===== src/rtl/smp_pkg.sv =====
// ----------------------------------------------------------------------------
// smp_pkg
// shared constants and controller/datapath interface types for the storage
// mount placement unit
// ----------------------------------------------------------------------------
package smp_pkg;

	localparam int MAX_MOUNTS_DEF = 8;
	localparam int SIZE_BITS_DEF  = 32;

	localparam int CFG_IDX_W  = 2;
	localparam int CFG_DATA_W = 17;
	localparam int IN_DATA_W  = 88;
	localparam int OUT_DATA_W = 24;

	// register indexes
	localparam logic [CFG_IDX_W-1:0] CFG_MOUNT_COUNT   = 2'd0;
	localparam logic [CFG_IDX_W-1:0] CFG_FREE_RATIO    = 2'd1;
	localparam logic [CFG_IDX_W-1:0] CFG_FILES_PER_DIR = 2'd2;
	localparam logic [CFG_IDX_W-1:0] CFG_SUBDIR_COUNT  = 2'd3;

	localparam logic [3:0]  MOUNT_COUNT_RST   = 4'd1;
	localparam logic [16:0] FREE_RATIO_RST    = 17'd0;
	localparam logic [15:0] FILES_PER_DIR_RST = 16'd1;
	localparam logic [8:0]  SUBDIR_COUNT_RST  = 9'd256;

	localparam logic [16:0] Q16_ONE    = 17'h10000;
	localparam logic [8:0]  SUBDIR_MAX = 9'd256;

	typedef struct packed {
		logic capture;
		logic size_wr;
		logic div_step;
		logic size_rd;
		logic rd_scan;
		logic mul;
		logic scan_clr;
		logic scan_next;
		logic take_scan;
		logic dir_rd;
		logic dir_wr;
		logic res_clr;
		logic res_err;
		logic load_out;
	} smp_cmd_t;

	typedef struct packed {
		logic is_place;
		logic div_last;
		logic too_full;
		logic scan_skip;
		logic scan_end;
	} smp_sts_t;

endpackage


===== src/rtl/smp_ctrl.sv =====
// ----------------------------------------------------------------------------
// smp_ctrl
// sequencer for the placement unit: handshakes, remainder steps, mount scan,
// directory update and output register load
// ----------------------------------------------------------------------------
module smp_ctrl (
	input  logic             clk,
	input  logic             arst_n,
	input  logic             s_tvalid,
	output logic             s_tready,
	output logic             m_tvalid,
	input  logic             m_tready,
	input  smp_pkg::smp_sts_t sts,
	output smp_pkg::smp_cmd_t cmd
);

	typedef enum logic [3:0] {
		S_IDLE,
		S_DISP,
		S_DIV,
		S_RD,
		S_MUL,
		S_CMP,
		S_SCAN,
		S_DRD,
		S_DUPD,
		S_OUT
	} state_t;

	state_t state_q;
	state_t state_d;
	logic   scanning_q;
	logic   scanning_d;
	logic   out_valid_q;

	assign s_tready = (state_q == S_IDLE);
	assign m_tvalid = out_valid_q;

	always_comb begin
		cmd        = '0;
		state_d    = state_q;
		scanning_d = scanning_q;
		case (state_q)
			S_IDLE: begin
				if (s_tvalid) begin
					cmd.capture = 1'b1;
					state_d     = S_DISP;
				end
			end
			S_DISP: begin
				if (sts.is_place) begin
					state_d = S_DIV;
				end else begin
					cmd.size_wr = 1'b1;
					cmd.res_clr = 1'b1;
					state_d     = S_OUT;
				end
			end
			S_DIV: begin
				cmd.div_step = 1'b1;
				if (sts.div_last) begin
					scanning_d = 1'b0;
					state_d    = S_RD;
				end
			end
			S_RD: begin
				cmd.size_rd = 1'b1;
				cmd.rd_scan = scanning_q;
				state_d     = S_MUL;
			end
			S_MUL: begin
				cmd.mul = 1'b1;
				state_d = S_CMP;
			end
			S_CMP: begin
				if (!sts.too_full) begin
					cmd.take_scan = scanning_q;
					state_d       = S_DRD;
				end else if (!scanning_q) begin
					cmd.scan_clr = 1'b1;
					scanning_d   = 1'b1;
					state_d      = S_SCAN;
				end else begin
					cmd.scan_next = 1'b1;
					state_d       = S_SCAN;
				end
			end
			S_SCAN: begin
				if (sts.scan_end) begin
					cmd.res_clr = 1'b1;
					cmd.res_err = 1'b1;
					state_d     = S_OUT;
				end else if (sts.scan_skip) begin
					cmd.scan_next = 1'b1;
				end else begin
					state_d = S_RD;
				end
			end
			S_DRD: begin
				cmd.dir_rd = 1'b1;
				state_d    = S_DUPD;
			end
			S_DUPD: begin
				cmd.dir_wr = 1'b1;
				state_d    = S_OUT;
			end
			S_OUT: begin
				if (!out_valid_q || m_tready) begin
					cmd.load_out = 1'b1;
					state_d      = S_IDLE;
				end
			end
			default: begin
				state_d = S_IDLE;
			end
		endcase
	end

	always_ff @(posedge clk or negedge arst_n) begin
		if (!arst_n) begin
			state_q     <= S_IDLE;
			scanning_q  <= 1'b0;
			out_valid_q <= 1'b0;
		end else begin
			state_q    <= state_d;
			scanning_q <= scanning_d;
			if (cmd.load_out) begin
				out_valid_q <= 1'b1;
			end else if (m_tready) begin
				out_valid_q <= 1'b0;
			end
		end
	end

	a_load_slot_free: assert property (@(posedge clk) disable iff (!arst_n)
		cmd.load_out |-> (!out_valid_q || m_tready))
		else $error("output register loaded while holding an untaken transaction");

	a_accept_dispatch: assert property (@(posedge clk) disable iff (!arst_n)
		(s_tvalid && s_tready) |=> (state_q == S_DISP))
		else $error("accepted transaction not dispatched");

	a_div_to_read: assert property (@(posedge clk) disable iff (!arst_n)
		(state_q == S_DIV && sts.div_last) |=> (state_q == S_RD && !scanning_q))
		else $error("remainder done without reading the picked mount");

	a_scan_end_err: assert property (@(posedge clk) disable iff (!arst_n)
		(state_q == S_SCAN && sts.scan_end) |=> (state_q == S_OUT))
		else $error("scan ran past the last mount");

endmodule


===== src/rtl/smp_dp.sv =====
// ----------------------------------------------------------------------------
// smp_dp
// datapath: configuration registers, mount size and directory tables,
// serial remainder unit, fullness multiply and compare, result registers
// ----------------------------------------------------------------------------
module smp_dp #(
	parameter int MAX_MOUNTS = smp_pkg::MAX_MOUNTS_DEF,
	parameter int SIZE_BITS  = smp_pkg::SIZE_BITS_DEF
) (
	input  logic                            clk,
	input  logic                            arst_n,
	input  smp_pkg::smp_cmd_t               cmd,
	output smp_pkg::smp_sts_t               sts,
	input  logic                            cfg_valid,
	input  logic [smp_pkg::CFG_IDX_W-1:0]   cfg_index,
	input  logic [smp_pkg::CFG_DATA_W-1:0]  cfg_data,
	input  logic [smp_pkg::IN_DATA_W-1:0]   s_tdata,
	input  logic [0:0]                      s_tuser,
	output logic [smp_pkg::OUT_DATA_W-1:0]  m_tdata,
	output logic [0:0]                      m_tuser
);

	localparam int IW  = (MAX_MOUNTS > 1) ? $clog2(MAX_MOUNTS) : 1;
	localparam int NW0 = $clog2(MAX_MOUNTS + 1);
	localparam int NW  = (NW0 > 4) ? NW0 : 4;
	localparam int PW  = SIZE_BITS + 17;
	localparam int FW  = SIZE_BITS + 16;

	// configuration
	logic [3:0]  mount_count_q;
	logic [16:0] free_ratio_q;
	logic [15:0] files_per_dir_q;
	logic [8:0]  subdir_count_q;

	// captured transaction
	logic        mode_q;
	logic [2:0]  sel_q;
	logic [31:0] total_in_q;
	logic [31:0] free_in_q;

	// remainder unit and scan
	logic [15:0]   dividend_q;
	logic [NW-1:0] pick_q;
	logic [NW-1:0] n_q;
	logic [NW-1:0] scan_q;
	logic [3:0]    bit_cnt_q;
	logic [NW-1:0] n_act;
	logic [NW-1:0] mc_ext;
	logic [NW:0]   div_t;
	logic [NW:0]   div_n;
	logic [NW-1:0] rem_d;

	// tables
	logic [2*SIZE_BITS-1:0] size_mem [MAX_MOUNTS];
	logic [31:0]            dir_mem  [MAX_MOUNTS];
	logic [MAX_MOUNTS-1:0]  size_vld_q;
	logic [MAX_MOUNTS-1:0]  dir_vld_q;
	logic [2*SIZE_BITS-1:0] size_rd_q;
	logic                   size_rd_vld_q;
	logic [31:0]            dir_rd_q;
	logic                   dir_rd_vld_q;
	logic [IW-1:0]          rd_idx;
	logic [IW-1:0]          sel_idx;
	logic [IW-1:0]          pick_idx;
	logic                   sel_ok;

	// fullness test
	logic [SIZE_BITS-1:0] total_m;
	logic [SIZE_BITS-1:0] free_m;
	logic [16:0]          ratio_c;
	logic [PW-1:0]        product_q;
	logic [FW-1:0]        free_sh_q;

	// directory step
	logic [31:0] dir_cur;
	logic [16:0] cnt_inc;
	logic [8:0]  subs;
	logic [8:0]  lower_n;
	logic [8:0]  upper_n;
	logic [15:0] cnt_n;
	logic        adv_n;

	// result and output registers
	logic       res_status_q;
	logic [2:0] res_mount_q;
	logic [7:0] res_upper_q;
	logic [7:0] res_lower_q;
	logic       res_adv_q;
	logic       out_status_q;
	logic [2:0] out_mount_q;
	logic [7:0] out_upper_q;
	logic [7:0] out_lower_q;
	logic       out_adv_q;

	always_ff @(posedge clk or negedge arst_n) begin
		if (!arst_n) begin
			mount_count_q   <= smp_pkg::MOUNT_COUNT_RST;
			free_ratio_q    <= smp_pkg::FREE_RATIO_RST;
			files_per_dir_q <= smp_pkg::FILES_PER_DIR_RST;
			subdir_count_q  <= smp_pkg::SUBDIR_COUNT_RST;
		end else if (cfg_valid) begin
			case (cfg_index)
				smp_pkg::CFG_MOUNT_COUNT:   mount_count_q   <= cfg_data[3:0];
				smp_pkg::CFG_FREE_RATIO:    free_ratio_q    <= cfg_data[16:0];
				smp_pkg::CFG_FILES_PER_DIR: files_per_dir_q <= cfg_data[15:0];
				smp_pkg::CFG_SUBDIR_COUNT:  subdir_count_q  <= cfg_data[8:0];
				default: begin
				end
			endcase
		end
	end

	// active mount count, clamped to one and to the table depth
	always_comb begin
		mc_ext = NW'(mount_count_q);
		if (mc_ext == '0) begin
			n_act = NW'(1);
		end else if (mc_ext > NW'(MAX_MOUNTS)) begin
			n_act = NW'(MAX_MOUNTS);
		end else begin
			n_act = mc_ext;
		end
	end

	always_ff @(posedge clk) begin
		if (cmd.capture) begin
			mode_q     <= s_tuser[0];
			sel_q      <= s_tdata[18:16];
			total_in_q <= s_tdata[50:19];
			free_in_q  <= s_tdata[82:51];
		end
	end

	// restoring remainder, one dividend bit per step
	assign div_n = {1'b0, n_q};
	assign div_t = {pick_q, dividend_q[15]};
	assign rem_d = (div_t >= div_n) ? NW'(div_t - div_n) : div_t[NW-1:0];

	always_ff @(posedge clk or negedge arst_n) begin
		if (!arst_n) begin
			dividend_q <= '0;
			pick_q     <= '0;
			n_q        <= NW'(1);
			scan_q     <= '0;
			bit_cnt_q  <= '0;
		end else begin
			if (cmd.capture) begin
				dividend_q <= s_tdata[15:0];
				pick_q     <= '0;
				n_q        <= n_act;
				bit_cnt_q  <= '0;
			end else if (cmd.div_step) begin
				dividend_q <= {dividend_q[14:0], 1'b0};
				pick_q     <= rem_d;
				bit_cnt_q  <= bit_cnt_q + 4'd1;
			end else if (cmd.take_scan) begin
				pick_q <= scan_q;
			end
			if (cmd.scan_clr) begin
				scan_q <= '0;
			end else if (cmd.scan_next) begin
				scan_q <= scan_q + NW'(1);
			end
		end
	end

	assign sel_ok   = (32'(sel_q) < MAX_MOUNTS);
	assign sel_idx  = IW'(sel_q);
	assign pick_idx = pick_q[IW-1:0];
	assign rd_idx   = cmd.rd_scan ? scan_q[IW-1:0] : pick_idx;

	always_ff @(posedge clk) begin
		if (cmd.size_wr && sel_ok) begin
			size_mem[sel_idx] <= {SIZE_BITS'(free_in_q), SIZE_BITS'(total_in_q)};
		end
		if (cmd.size_rd) begin
			size_rd_q <= size_mem[rd_idx];
		end
		if (cmd.dir_wr) begin
			dir_mem[pick_idx] <= {cnt_n, upper_n[7:0], lower_n[7:0]};
		end
		if (cmd.dir_rd) begin
			dir_rd_q <= dir_mem[pick_idx];
		end
	end

	always_ff @(posedge clk or negedge arst_n) begin
		if (!arst_n) begin
			size_vld_q    <= '0;
			dir_vld_q     <= '0;
			size_rd_vld_q <= 1'b0;
			dir_rd_vld_q  <= 1'b0;
		end else begin
			if (cmd.size_wr && sel_ok) begin
				size_vld_q[sel_idx] <= 1'b1;
			end
			if (cmd.dir_wr) begin
				dir_vld_q[pick_idx] <= 1'b1;
			end
			if (cmd.size_rd) begin
				size_rd_vld_q <= size_vld_q[rd_idx];
			end
			if (cmd.dir_rd) begin
				dir_rd_vld_q <= dir_vld_q[pick_idx];
			end
		end
	end

	// too full when free * 2^16 < ratio * total
	assign total_m = size_rd_vld_q ? size_rd_q[SIZE_BITS-1:0] : '0;
	assign free_m  = size_rd_vld_q ? size_rd_q[2*SIZE_BITS-1:SIZE_BITS] : '0;
	assign ratio_c = (free_ratio_q > smp_pkg::Q16_ONE) ? smp_pkg::Q16_ONE : free_ratio_q;

	always_ff @(posedge clk) begin
		if (cmd.mul) begin
			product_q <= ratio_c * total_m;
			free_sh_q <= {free_m, 16'h0000};
		end
	end

	// directory position step
	always_comb begin
		dir_cur = dir_rd_vld_q ? dir_rd_q : '0;
		cnt_inc = {1'b0, dir_cur[31:16]} + 17'd1;
		subs    = (subdir_count_q > smp_pkg::SUBDIR_MAX) ? smp_pkg::SUBDIR_MAX : subdir_count_q;
		lower_n = {1'b0, dir_cur[7:0]};
		upper_n = {1'b0, dir_cur[15:8]};
		cnt_n   = cnt_inc[15:0];
		adv_n   = 1'b0;
		if (cnt_inc >= {1'b0, files_per_dir_q}) begin
			cnt_n   = '0;
			adv_n   = 1'b1;
			lower_n = lower_n + 9'd1;
			if (lower_n >= subs) begin
				upper_n = upper_n + 9'd1;
				if (upper_n >= subs) begin
					upper_n = '0;
				end
				lower_n = '0;
			end
		end
	end

	always_ff @(posedge clk) begin
		if (cmd.res_clr) begin
			res_status_q <= cmd.res_err;
			res_mount_q  <= '0;
			res_upper_q  <= '0;
			res_lower_q  <= '0;
			res_adv_q    <= 1'b0;
		end else if (cmd.dir_wr) begin
			res_status_q <= 1'b0;
			res_mount_q  <= 3'(pick_q);
			res_upper_q  <= upper_n[7:0];
			res_lower_q  <= lower_n[7:0];
			res_adv_q    <= adv_n;
		end
		if (cmd.load_out) begin
			out_status_q <= res_status_q;
			out_mount_q  <= res_mount_q;
			out_upper_q  <= res_upper_q;
			out_lower_q  <= res_lower_q;
			out_adv_q    <= res_adv_q;
		end
	end

	assign m_tdata = {4'h0, out_adv_q, out_lower_q, out_upper_q, out_mount_q};
	assign m_tuser = out_status_q;

	assign sts.is_place  = mode_q;
	assign sts.div_last  = (bit_cnt_q == 4'd15);
	assign sts.too_full  = (PW'(free_sh_q) < product_q);
	assign sts.scan_skip = (scan_q == pick_q);
	assign sts.scan_end  = (scan_q == n_q);

endmodule


===== src/rtl/storage_mount_placement_unit.sv =====
// ----------------------------------------------------------------------------
// storage_mount_placement_unit
// an update writes the size table and loads the result; a placement runs the
// 16-step serial remainder unit to hash the connection id to a mount, reads
// that mount from the size table and, if it is too full, scans the further
// mounts in order, stepping over the hashed entry; an all-full error is
// reported once the scan passes the last mount; one transaction at a time,
// and output stalls hold the unit in its output state;
// reset clears configuration to its defaults and all table valid bits
module storage_mount_placement_unit #(
	parameter int MAX_MOUNTS = smp_pkg::MAX_MOUNTS_DEF,
	parameter int SIZE_BITS  = smp_pkg::SIZE_BITS_DEF
) (
	input  logic                           clk,
	input  logic                           arst_n,
	input  logic                           cfg_valid,
	output logic                           cfg_ready,
	input  logic [smp_pkg::CFG_IDX_W-1:0]  cfg_index,
	input  logic [smp_pkg::CFG_DATA_W-1:0] cfg_data,
	input  logic                           s_tvalid,
	output logic                           s_tready,
	// conn_id[15:0], mount_sel[18:16], total_mb[50:19], free_mb[82:51]
	input  logic [smp_pkg::IN_DATA_W-1:0]  s_tdata,
	// mode[0]
	input  logic [0:0]                     s_tuser,
	output logic                           m_tvalid,
	input  logic                           m_tready,
	// chosen_mount[2:0], upper_dir[10:3], lower_dir[18:11], dir_advanced[19]
	output logic [smp_pkg::OUT_DATA_W-1:0] m_tdata,
	// status[0]
	output logic [0:0]                     m_tuser
);

	smp_pkg::smp_cmd_t cmd;
	smp_pkg::smp_sts_t sts;

	assign cfg_ready = 1'b1;

	smp_ctrl u_ctrl (
		.clk      (clk),
		.arst_n   (arst_n),
		.s_tvalid (s_tvalid),
		.s_tready (s_tready),
		.m_tvalid (m_tvalid),
		.m_tready (m_tready),
		.sts      (sts),
		.cmd      (cmd)
	);

	smp_dp #(
		.MAX_MOUNTS (MAX_MOUNTS),
		.SIZE_BITS  (SIZE_BITS)
	) u_dp (
		.clk       (clk),
		.arst_n    (arst_n),
		.cmd       (cmd),
		.sts       (sts),
		.cfg_valid (cfg_valid),
		.cfg_index (cfg_index),
		.cfg_data  (cfg_data),
		.s_tdata   (s_tdata),
		.s_tuser   (s_tuser),
		.m_tdata   (m_tdata),
		.m_tuser   (m_tuser)
	);

endmodule


===== config.mk =====
export PLATFORM = sky130hd
export DESIGN_NAME = storage_mount_placement_unit
export DESIGN_NICKNAME = d
export VERILOG_FILES = /design/src/rtl/smp_pkg.sv /design/src/rtl/smp_ctrl.sv /design/src/rtl/smp_dp.sv /design/src/rtl/storage_mount_placement_unit.sv
export SDC_FILE = /design/constraint.sdc
export NUM_CORES = 2
export LEC_CHECK = 0
export BUFFER_PORTS_ARGS = -buffer_cell sky130_fd_sc_hd__buf_2
export CAP_MARGIN = 20
export CORE_MARGIN = 2
export CORE_UTILIZATION = 54
export DETAILED_ROUTE_END_ITERATION = 16
export PLACE_DENSITY = 0.75
export SYNTH_ARGS = -nofsm -noshare
export SYNTH_HDL_FRONTEND = slang
export SYNTH_SLANG_ARGS = --single-unit

===== constraint.sdc =====
create_clock -name clk -period 18.6 [get_ports clk]
set_input_delay 1.86 -clock clk [delete_from_list [all_inputs] [get_ports clk]]
set_output_delay 1.86 -clock clk [all_outputs]
set_load 0.02 [all_outputs]

==> summary.txt <==
STA
  – Worst-margin pin slew: 1.18 ns
  – Setup TNS Final: 0 ns
  – Final worst-path cycle share: 46.5%
  – Final Max Tran Viols: 0
  – Min Hold Slack: 0.420 ns
  – Setup ws final: 9.96 ns
  – Slew margin rel.: 21.3%
  – Clk_skew: 0.0523 ns
  – Fmax achieved: 116 MHz
  – Final hold violations: 0
  – RSZ-0062 raised after global routing: false
  – Crit path time final: 8.64 ns
  – Final setup viols: 0

Clock tree
  – Clock Pin Slew Worst Setup and Hold Paths: 0.06 ns
  – Root buf cell: clkbuf_16
  – Clock Latency Late Sink: 0.73 ns
  – CTS max path bufs: 3
  – Hold-fix buffers, CTS: 0
  – # resized after CTS: 0
  – Clock sinks: 1157
  – Htree depth: 3
  – CTS tree: done
  – Num CTS Buffers: 111
  – Postcts setup bufs: 0

Power
  – Overall power: 0.0130 W
  – Maximum VDD drop: 0.351 mV
  – P_leak: 26.9 nW
  – Power per cell area: 189 nW/um^2

Critical path
  – Crit path kind: reg -> reg
  – FF-to-FF setup slack: 9.96 ns
  – Peak fanout along the critical path: 26
  – R2R depth: 25
  – Crit path required time: 19.04 ns
  – Setup crit end: u_dp.product_q[35]
  – Setup crit start: u_dp.free_ratio_q[1]
  – CP arrival: 9.08 ns
  – FF-to-FF Start: u_dp.free_ratio_q[1]
  – R2R Path End: u_dp.product_q[35]
  – Setup crit start kind: flip-flop
  – CP endpoint kind: flip-flop

Flow run
  – # Max-Cap Violations: 0

Cells and area
  – Layout cells sized above 1: 14.2%
  – Fill cell count: 8550
  – Finished Layout Cells: 6346
  – Fin nets: 5493
  – Synthesis-to-finish area growth: 9.79%

Drt
  – Wire per inst: 22.4 um
  – DR pass1 iterations: 6
  – Vias/cell: 5.84
  – Post-Route WL: 142 mm
  – DRC Markers: 0
  – Number of routed nets with antenna violations: 0
  – Via count: 37059
  – 1st-iter DRT viols: 3730

Yosys
  – Dominant cell type by area after synthesis: edfxtp_1
  – FFs w/ async S/R, synth: 8.82%
  – Post-synthesis register bit count: 1157
  – Post-Syn Area: 62700 sq um
  – Avg Cell Area, Syn: 13.5 sq um
  – Synth top area cells: edfxtp_1 50%, fa_1 14%, mux4_2 4.9%
  – Top_reg_cell synth: edfxtp_1
  – Synth Instances: 4647
  – Cell variety after synth: 80
  – Synth cell count leaders: 1035 x edfxtp_1, 595 x inv_1, 576 x nand2_1
  – Sequential share of the synthesized area: 54.3%
  – Most common cell in the netlist: edfxtp_1
  – Yosys top cell area share: 49.6%
  – YS warnings: 0
  – EDFF count, synth: 1035

Floorplanning
  – CORE AREA: 115000 sq um
  – Die footprint: 119000 sq um
  – Initial core utilization: 54.6%
  – Row cnt: 124
  – Overall die width: 345 um
  – Top Ports: 141
  – Die Y-Extent: 345 um

Global routing
  – Initial antenna violation count: 9
  – Tot GR Track Use: 24.5%
  – Global-route wire length before repair: 221 mm
  – Largest net degree at the start of global routing: 119
  – Number of global-route vias before repair: 38488
  – Remaining Overflow, GRT: 0

Placement
  – Dpl hpwl: 94.2 mm
  – Setup slack at placement: 10.08 ns
  – I/O Buffers: 130
  – Final Wtd Congestion: 0.943
  – Placed cell count: 6126

Min path
  – Min-delay worst type: reg -> reg

Status
  – Status: completed
stage by stage:
stage / cell area, sq um / util, %
2_1_floorplan: 62700 / -
3_3_place_gp: 64800 / 56.5
3_5_place_dp: 64800 / 56.5
4_1_cts: 68700 / 59.9
5_1_grt: 68800 / 59.9
6_report: 68800 / 59.9
critical path: stages (launching register included):
cell,delay [ns]
dfrtp_1,0.42
nor4_1,0.35
nand4_1,0.15
nand2_1,0.52
nand2_1,0.85
nor2_1,0.39
fa_1,0.43
inv_1,0.08
fa_1,0.43
fa_1,0.53
fa_1,0.55
inv_1,0.05
fa_1,0.47
inv_1,0.05
fa_1,0.51
inv_1,0.05
ha_1,0.36
a211oi_1,0.28
nand2_1,0.12
a2111oi_0,0.40
o21ai_0,0.25
a31oi_1,0.37
o21a_1,0.19
o31ai_1,0.12
a311oi_1,0.34
xnor2_1,0.10
how the worst min path moves through the flow:
stage	startpoint	end	slack (ns)	depth (start not counted)
floorplan	u_dp.res_upper_q[1]	u_dp.out_upper_q[1]	0.40	0
global placement	u_dp.res_status_q	u_dp.m_tuser	0.41	0
detailed placement	u_dp.res_status_q	u_dp.m_tuser	0.41	0
CTS	u_dp.res_status_q	u_dp.m_tuser	0.42	0
global route	u_dp.res_status_q	u_dp.m_tuser	0.43	0
finish	u_dp.res_status_q	u_dp.m_tuser	0.42	0
power breakdown:
group	switching [W]	total, W	internal, W
logic	0.00422	0.00696	0.00274
clock network	0.000981	0.00234	0.00136
registers	0.000229	0.00370	0.00347
cells in the final DEF, fill, tap and decap left out, types with 57 or more instances in the layout:
master / n
a21oi_1: 69
and2_1: 94
buf_2: 129
buf_4: 57
clkbuf_16: 115
dfrtp_1: 94
edfxtp_1: 1035
fa_1: 450
ha_1: 198
inv_1: 594
mux2_2: 113
mux2i_1: 95
mux4_2: 136
nand2_1: 576
nor2_1: 274
nor3_1: 58
o21ai_0: 104
state kept, by name, indices dropped and copies added, names as in the netlist, 8 cells and up:
name	cells
u_dp.out_upper_q	8
u_dp.free_in_q	32
u_dp.dir_rd_q	32
u_dp.size_rd_q	64
u_dp.total_in_q	32
u_dp.size_mem	512
u_dp.dir_mem	256
u_dp.res_upper_q	8
u_dp.dividend_q	16
u_dp.size_vld_q	8
u_dp.product_q	49
u_dp.out_lower_q	8
u_dp.dir_vld_q	8
u_dp.free_ratio_q	17
u_dp.subdir_count_q	9
u_dp.free_sh_q	32
u_dp.res_lower_q	8
u_dp.files_per_dir_q	16
cells by family after synthesis:
kind of cell    synth area share, %
other cells                  0.0120
mux                            8.48
fa+ha+maj                      18.3
compound gates                 4.06
xor+xnor                       1.10
simple gates                   8.59
flops                          54.3
buf+inv                        5.13
cell type report:
cell class / instances / area (sq um) / area share [%]
Clock inverter: 66 / 757 / 1.10
Clock buffer: 146 / 3120 / 4.54
Multi-Input combinational cell: 2673 / 25600 / 37.2
Antenna cell: 3 / 7.51 / 0.0109
Tap cell: 1512 / 1890 / 2.75
Timing Repair Buffer: 191 / 1170 / 1.69
Sequential cell: 1157 / 34100 / 49.5
Inverter: 598 / 2250 / 3.27
per-layer routing:
| metal | global-route usage [%] | vias up | wire length, um |
|---|---|---|---|
| met2 | 39.6 | 1620 | 68500 |
| met3 | 5.00 | 344 | 12400 |
| met1 | 33.3 | 18924 | 56500 |
| li1 | - | 16165 | - |
| met5 | 0 | - | 36 |
| met4 | 8.77 | 6 | 4900 |
Power figures use the tool's default switching activity.
